**config.mk**
```make
export PLATFORM = sky130hd
export DESIGN_NAME = udp_client_session_table
export DESIGN_NICKNAME = d
export VERILOG_FILES = /design/src/rtl/core/ucst_pkg.sv /design/src/rtl/core/udp_client_session_table.sv
export SDC_FILE = /design/constraint.sdc
export NUM_CORES = 2
export LEC_CHECK = 0
export ABC_AREA = 1
export ABC_CLOCK_PERIOD_IN_PS = 7800
export BUFFER_PORTS_ARGS = -buffer_cell sky130_fd_sc_hd__buf_2
export CAP_MARGIN = 15
export CORE_MARGIN = 4
export CORE_UTILIZATION = 35
export DETAILED_ROUTE_END_ITERATION = 10
export PLACE_DENSITY = 0.56
export SYNTH_ARGS = -nofsm -noshare
export SYNTH_HDL_FRONTEND = slang
export SYNTH_SLANG_ARGS = --single-unit
```
**constraint.sdc**
```tcl
create_clock -name clk -period 7.8 [get_ports clk]
set_input_delay 1.17 -clock clk [delete_from_list [all_inputs] [get_ports clk]]
set_output_delay 1.17 -clock clk [all_outputs]
set_load 0.1 [all_outputs]
```
**src/rtl/core/ucst_pkg.sv**
```systemverilog
// shared types and constants for the udp client session table
// no dependencies; imported by udp_client_session_table
package ucst_pkg;

    localparam logic [31:0] EXIT_WORD        = 32'h6578_6974;
    localparam logic [6:0]  UDP_HEADER_BYTES = 7'd8;
    localparam logic [6:0]  EXIT_LEN_BYTES   = 7'd4;

    typedef enum logic [2:0] {
        STAT_COUNTED   = 3'd0,
        STAT_REMOVED   = 3'd1,
        STAT_FOREIGN   = 3'd2,
        STAT_MALFORMED = 3'd3,
        STAT_FULL      = 3'd4
    } status_t;

    typedef enum logic [2:0] {
        S_IDLE,
        S_CHECK,
        S_SCAN,
        S_WAIT,
        S_DECIDE
    } state_t;

endpackage

```
**src/rtl/core/udp_client_session_table.sv**
```systemverilog
// udp client session table: header checks, slot scan, per-client counter
// depends on ucst_pkg
//
// One packet is taken when start is high and busy is low. A packet that is
// malformed or not addressed to listen_port gives its result transfer from the
// check step; any other packet gives it from the decide step, after the scan
// and wait steps, because the table memory is read one slot per cycle through a
// single 48-bit address/port comparator before the slot is chosen. The result is
// shown for one cycle with done high and cannot be held off; busy stays
// high until it is shown. listen_port is written over the cfg channel,
// which is always ready and must only be used while busy is low.
module udp_client_session_table #(
    parameter int TABLE_DEPTH = 16
) (
    input  logic        clk,
    input  logic        rst_n,
    input  logic        cfg_valid,
    output logic        cfg_ready,
    input  logic [15:0] cfg_data,
    input  logic        start,
    output logic        busy,
    input  logic [31:0] src_ip,
    input  logic [15:0] src_port,
    input  logic [15:0] dst_port,
    input  logic [3:0]  header_words,
    input  logic [15:0] total_length,
    input  logic [15:0] received_length,
    input  logic [31:0] payload_head,
    output logic        done,
    output logic [2:0]  status,
    output logic [3:0]  entry_index,
    output logic [31:0] message_count,
    output logic [31:0] reply_ip,
    output logic [15:0] reply_port
);
    import ucst_pkg::*;

    localparam int IW = (TABLE_DEPTH > 1) ? $clog2(TABLE_DEPTH) : 1;
    localparam int MW = 80;

    state_t state_reg, state_next;

    logic [15:0] listen_port_reg;

    logic [31:0] ip_reg;
    logic [15:0] sport_reg;
    logic [15:0] dport_reg;
    logic [3:0]  hwords_reg;
    logic [15:0] tot_reg;
    logic [15:0] rcv_reg;
    logic [31:0] head_reg;

    logic        is_exit_reg, is_exit_next;
    logic [IW-1:0] scan_cnt_reg, scan_cnt_next;

    logic          probe_on_reg;
    logic          probe_live_reg;
    logic [IW-1:0] probe_addr_reg;
    logic [MW-1:0] rd_data_reg;

    logic          hit_reg, hit_next;
    logic [IW-1:0] hit_idx_reg, hit_idx_next;
    logic [31:0]   hit_count_reg, hit_count_next;
    logic          free_reg, free_next;
    logic [IW-1:0] free_idx_reg, free_idx_next;

    logic [TABLE_DEPTH-1:0] entry_valid_reg;
    logic [MW-1:0]          entry_mem [TABLE_DEPTH];

    logic        done_reg, done_next;
    logic [2:0]  status_reg, status_next;
    logic [3:0]  index_reg, index_next;
    logic [31:0] count_reg, count_next;
    logic [31:0] rip_reg, rip_next;
    logic [15:0] rport_reg, rport_next;

    logic          mem_we;
    logic [IW-1:0] mem_waddr;
    logic [MW-1:0] mem_wdata;
    logic          vld_we;
    logic          vld_wbit;

    logic          accept;
    logic [6:0]    hdr;
    logic          reject;
    logic [2:0]    reject_code;
    logic          probe_match;
    logic [IW-1:0] slot;
    logic [IW+3:0] slot_wide;
    logic [31:0]   base_count;
    logic [31:0]   count_inc;

    assign accept    = start && (state_reg == S_IDLE);
    assign busy      = (state_reg != S_IDLE);
    assign cfg_ready = 1'b1;

    assign done          = done_reg;
    assign status        = status_reg;
    assign entry_index   = index_reg;
    assign message_count = count_reg;
    assign reply_ip      = rip_reg;
    assign reply_port    = rport_reg;

    assign hdr         = {1'b0, hwords_reg, 2'b00} + UDP_HEADER_BYTES;
    assign probe_match = probe_on_reg && probe_live_reg
                         && (rd_data_reg[MW-1:32] == {ip_reg, sport_reg});
    assign slot        = hit_reg ? hit_idx_reg : free_idx_reg;
    assign slot_wide   = {4'b0000, slot};
    assign base_count  = hit_reg ? hit_count_reg : 32'd0;
    assign count_inc   = base_count + 32'd1;

    always_comb
    begin
        reject      = 1'b0;
        reject_code = STAT_MALFORMED;
        if (rcv_reg < {9'd0, hdr})
        begin
            reject      = 1'b1;
            reject_code = STAT_MALFORMED;
        end
        else if (dport_reg != listen_port_reg)
        begin
            reject      = 1'b1;
            reject_code = STAT_FOREIGN;
        end
        else if (tot_reg < {9'd0, hdr})
        begin
            reject      = 1'b1;
            reject_code = STAT_MALFORMED;
        end
    end

    always_comb
    begin
        state_next = state_reg;
        case (state_reg)
            S_IDLE:
            begin
                if (start)
                    state_next = S_CHECK;
            end
            S_CHECK:
            begin
                state_next = reject ? S_IDLE : S_SCAN;
            end
            S_SCAN:
            begin
                if (scan_cnt_reg == IW'(TABLE_DEPTH - 1))
                    state_next = S_WAIT;
            end
            S_WAIT:
            begin
                state_next = S_DECIDE;
            end
            S_DECIDE:
            begin
                state_next = S_IDLE;
            end
            default:
            begin
                state_next = S_IDLE;
            end
        endcase
    end

    always_comb
    begin
        is_exit_next   = is_exit_reg;
        scan_cnt_next  = scan_cnt_reg;
        hit_next       = hit_reg;
        hit_idx_next   = hit_idx_reg;
        hit_count_next = hit_count_reg;
        free_next      = free_reg;
        free_idx_next  = free_idx_reg;
        done_next      = 1'b0;
        status_next    = status_reg;
        index_next     = index_reg;
        count_next     = count_reg;
        rip_next       = rip_reg;
        rport_next     = rport_reg;
        mem_we         = 1'b0;
        mem_waddr      = slot;
        mem_wdata      = {ip_reg, sport_reg, count_inc};
        vld_we         = 1'b0;
        vld_wbit       = 1'b0;

        // probe results from the registered read of the slot addressed by the scan counter
        if (probe_match && !hit_reg)
        begin
            hit_next       = 1'b1;
            hit_idx_next   = probe_addr_reg;
            hit_count_next = rd_data_reg[31:0];
        end
        if (probe_on_reg && !probe_live_reg && !free_reg)
        begin
            free_next     = 1'b1;
            free_idx_next = probe_addr_reg;
        end

        case (state_reg)
            S_CHECK:
            begin
                // exit needs 4 payload bytes announced and all 4 received
                is_exit_next  = (tot_reg == {9'd0, hdr + EXIT_LEN_BYTES})
                                && (rcv_reg >= {9'd0, hdr + EXIT_LEN_BYTES})
                                && (head_reg == EXIT_WORD);
                scan_cnt_next = '0;
                hit_next      = 1'b0;
                free_next     = 1'b0;
                if (reject)
                begin
                    done_next   = 1'b1;
                    status_next = reject_code;
                    index_next  = 4'd0;
                    count_next  = 32'd0;
                    rip_next    = 32'd0;
                    rport_next  = 16'd0;
                end
            end
            S_SCAN:
            begin
                scan_cnt_next = scan_cnt_reg + IW'(1);
            end
            S_DECIDE:
            begin
                done_next = 1'b1;
                if (!hit_reg && !free_reg)
                begin
                    status_next = STAT_FULL;
                    index_next  = 4'd0;
                    count_next  = 32'd0;
                    rip_next    = 32'd0;
                    rport_next  = 16'd0;
                end
                else if (is_exit_reg)
                begin
                    vld_we      = 1'b1;
                    vld_wbit    = 1'b0;
                    status_next = STAT_REMOVED;
                    index_next  = slot_wide[3:0];
                    count_next  = 32'd0;
                    rip_next    = ip_reg;
                    rport_next  = sport_reg;
                end
                else
                begin
                    mem_we      = 1'b1;
                    vld_we      = 1'b1;
                    vld_wbit    = 1'b1;
                    status_next = STAT_COUNTED;
                    index_next  = slot_wide[3:0];
                    count_next  = count_inc;
                    rip_next    = ip_reg;
                    rport_next  = sport_reg;
                end
            end
            default:
            begin
            end
        endcase
    end

    always_ff @(posedge clk or negedge rst_n)
    begin
        if (!rst_n)
        begin
            state_reg       <= S_IDLE;
            listen_port_reg <= 16'd0;
            entry_valid_reg <= '0;
            probe_on_reg    <= 1'b0;
            hit_reg         <= 1'b0;
            free_reg        <= 1'b0;
            done_reg        <= 1'b0;
            scan_cnt_reg    <= '0;
        end
        else
        begin
            state_reg    <= state_next;
            probe_on_reg <= (state_reg == S_SCAN);
            hit_reg      <= hit_next;
            free_reg     <= free_next;
            done_reg     <= done_next;
            scan_cnt_reg <= scan_cnt_next;
            if (cfg_valid && cfg_ready)
                listen_port_reg <= cfg_data;
            if (vld_we)
                entry_valid_reg[slot] <= vld_wbit;
        end
    end

    always_ff @(posedge clk)
    begin
        if (accept)
        begin
            ip_reg     <= src_ip;
            sport_reg  <= src_port;
            dport_reg  <= dst_port;
            hwords_reg <= header_words;
            tot_reg    <= total_length;
            rcv_reg    <= received_length;
            head_reg   <= payload_head;
        end
        is_exit_reg    <= is_exit_next;
        hit_idx_reg    <= hit_idx_next;
        hit_count_reg  <= hit_count_next;
        free_idx_reg   <= free_idx_next;
        probe_addr_reg <= scan_cnt_reg;
        probe_live_reg <= entry_valid_reg[scan_cnt_reg];
        status_reg     <= status_next;
        index_reg      <= index_next;
        count_reg      <= count_next;
        rip_reg        <= rip_next;
        rport_reg      <= rport_next;
    end

    // table memory: one write port, one registered read port
    always_ff @(posedge clk)
    begin
        if (mem_we)
            entry_mem[mem_waddr] <= mem_wdata;
        rd_data_reg <= entry_mem[scan_cnt_reg];
    end

`ifndef ASSERT_OFF
    a_done_source: assert property (@(posedge clk) disable iff (!rst_n)
        done |-> ($past(state_reg) == S_CHECK || $past(state_reg) == S_DECIDE))
        else $error("result without a check or decide step");

    a_done_idle: assert property (@(posedge clk) disable iff (!rst_n)
        done |-> !busy)
        else $error("busy still high while result shown");

    a_reject_zero: assert property (@(posedge clk) disable iff (!rst_n)
        (done && (status == STAT_FOREIGN || status == STAT_MALFORMED
                  || status == STAT_FULL))
        |-> (entry_index == 4'd0 && message_count == 32'd0
             && reply_ip == 32'd0 && reply_port == 16'd0))
        else $error("rejected packet reports nonzero fields");

    a_hit_valid: assert property (@(posedge clk) disable iff (!rst_n)
        (state_reg == S_DECIDE && hit_reg) |-> entry_valid_reg[hit_idx_reg])
        else $error("matched slot is not valid");

    a_accept_check: assert property (@(posedge clk) disable iff (!rst_n)
        (start && !busy) |=> (state_reg == S_CHECK))
        else $error("accepted packet did not enter the check step");
`endif

endmodule
```
==> impl_metrics.csv <==
group,metric,value,unit
outcome,status,"completed",
critical_path,start_kind,"flop",
drt,wire_per_inst,22.9,um
drt,ant_nets,0,
logic_synthesis,avgSynthCellArea,12.8,um2
logic_synthesis,ys.flop_type,"edfxtp_1",
min_path,worstHoldEndpoint,"hit_count_reg[5]",
sta,relSlewSlack,17.5,%
drt,drc,0,
clock_network,cts_hold_buf,0,
sta,fin_setup_tns,0,ns
floorplanning,fp.dieH,439,um
logic_synthesis,syn_nets,5229,
logic_synthesis,synth-edff-count,1540,
sta,rsz0062_at_grt,"false",
placement,dp_hpwl,99600,um
final_layout,final_core_util,40.7,%
global_routing,grt_max_degree,209,
clock_network,postCtsSetupBuffers,0,
run,cap_violations,0,
sta,hold-worst-slack,0.394,ns
critical_path,critPathRequiredTime,8.22,ns
logic_synthesis,netlist_instances,5061,
placement,gp_congestion,0.876,
floorplanning,die_w,439,um
pwr,leakagePower,26.2,nW
global_routing,grt_pass1_vias,39400,
sta,slew_viol_final,0,
global_routing,grt_pass1_wl,264000,um
final_layout,antennaDiodeCount,0,
pwr,ir_worst_vdd,0.191,mV
clock_network,cts.sinks,1668,
sta,min_period,4.26,ns
critical_path,reg2reg_depth,9,
final_layout,nNetsFinal,5464,
global_routing,grtUsageTotal,18.4,%
drt,num_vias,40800,
sta,post-route-period-util,54.6,%
logic_synthesis,yosys.area.top_type,"edfxtp_1",
clock_network,ctsResizeCount,0,
drt,wl,181000,um
floorplanning,start_util,35.3,%
clock_network,htree_levels,4,
floorplanning,core_area,184000,um2
final_layout,largest_reg_flops,1280,
logic_synthesis,ys_seq_elements,1668,
critical_path,ff2ff_setup_slack,3.54,ns
drt,firstDrtPassIters,6,
final_layout,drive_above_1_share,12.7,%
logic_synthesis,yosysMostFrequentCell,"edfxtp_1",
sta,finalSetupViolations,0,
clock_network,clk_pin_slew,0.06,ns
critical_path,critPathKind,"flop to flop",
critical_path,r2r_end,"entry_mem[3][40]",
global_routing,grt_antenna_before_repair,5,
critical_path,r2r_start,"hit_reg",
logic_synthesis,yosysSeqAreaShare,75.6,%
min_path,min_path_type,"flop to flop",
min_path,whs_path_depth,0,
floorplanning,pin_count,242,
logic_synthesis,ys_top_cells_by_count,"edfxtp_1 (1540), nand2_1 (1057), nor2_1 (592)",
critical_path,setup.worst_path.end_class,"flop",
drt,first_iter_violations,3692,
sta,tightest_slew,1.24,ns
sta,clock.fmax,0.235,GHz
global_routing,grt_overflow,0,
clock_network,ctsLongestPathBuffers,3,
logic_synthesis,netlist_area,64900,um2
clock_network,cts_tree,"yes",
floorplanning,num_rows,157,
logic_synthesis,ys_warn_count,0,
placement,io_buffers,240,
clock_network,clk_latency,0.80,ns
logic_synthesis,synth.top_cell.area_share,71.3,%
min_path,min_from,"rd_data_reg[5]",
clock_network,numCtsBuffers,178,
clock_network,clock-root-buffer,"clkbuf_16",
critical_path,arrival,4.68,ns
sta,clock_skew,0.0363,ns
sta,hold_violations,0,
floorplanning,dieArea,192000,um2
logic_synthesis,synthArstFlopShare,2.58,%
logic_synthesis,synth.distinct_cells,47,
logic_synthesis,synth_area_leaders,"edfxtp_1 (71%), nand2_1 (6.1%), o21ai_0 (3.4%), nor2_1 (3.4%), dfxtp_1 (2.6%)",
critical_path,path_max_fanout,49,
final_layout,area_growth,15.1,%
pwr,power_density,278,nW/um2
drt,vias_per_cell,5.15,
## critical path, stage by stage, from the launching register on
cell     delay, ns
dfrtp_2       0.35
buf_4         0.51
inv_1         0.29
nand2_1       0.14
nand2_1       0.13
nor2_1        0.26
nand2_1       0.18
nor2_4        0.49
buf_4         0.80
buf_4         0.58
## layout make-up
type	count	area, um2
fill	17100	109000
sequential	1668	49000
multi-input combinational	2885	13900
clock buffer	246	4950
tap	2464	3080
timing repair buffer	325	1980
inverter	238	916
clock inverter	83	811
## cell usage in the layout (no fill, tap or decap), types with 49 or more instances in the layout
cell / n
a21oi_1: 123
a311oi_1: 68
buf_2: 240
buf_4: 74
clkbuf_16: 180
dfxtp_1: 85
edfxtp_1: 1540
inv_1: 228
nand2_1: 1056
nand3_1: 181
nor2_1: 573
o2111ai_1: 49
o21ai_0: 444
o221ai_1: 52
o22ai_1: 104
## worst max-delay path by stage
stage                       startpoint                end  slack [ns]  cells after the start
after floorplan           state_reg[2]       dport_reg[0]        0.30                      3
after global routing           hit_reg  entry_mem[14][66]        3.34                     10
after CTS                      hit_reg  entry_mem[14][44]        3.54                     10
after global placement         hit_reg  entry_mem[14][72]        3.61                     10
final                          hit_reg   entry_mem[3][40]        3.54                      9
after detailed placement       hit_reg  entry_mem[14][77]        3.57                     10
## metrics by stage
stage / area (um2) / setup WS (ns) / std cells / total power, mW
floorplan: 64900 / 0.297 / 5061 / 12.1
global placement: 68900 / 3.61 / 7577 / 12.7
detailed placement: 68900 / 3.57 / 7579 / 12.7
CTS: 74700 / 3.54 / 7908 / 21.0
global route: 74700 / 3.34 / 7909 / 21.4
finish: 74700 / 3.54 / 7909 / 20.8
## per-layer routing
metal	GRT usage (%)	vias to the layer above	routed length (um)
li1	-	18600	-
met1	24.4	20400	76300
met2	30.7	1480	87800
met3	2.93	315	11300
met4	6.29	6	6070
met5	0	-	34
## cell families after synthesis
| logic type | share of synthesized area, % |
|---|---|
| xor+xnor | 0.505 |
| simple gates | 12.2 |
| other cells | 0.00578 |
| compound gates | 7.99 |
| flops | 75.6 |
| mux | 0.208 |
| buf+inv | 3.23 |
| fa+ha+maj | 0.309 |
## power breakdown
part	leakage (nW)	internal, mW	switching, mW
registers	15.5	10.2	0.234
logic	7.86	0.261	1.71
clock network	2.82	4.81	3.51
total	26.2	15.3	5.46
(Power assumes the default switching activity.)
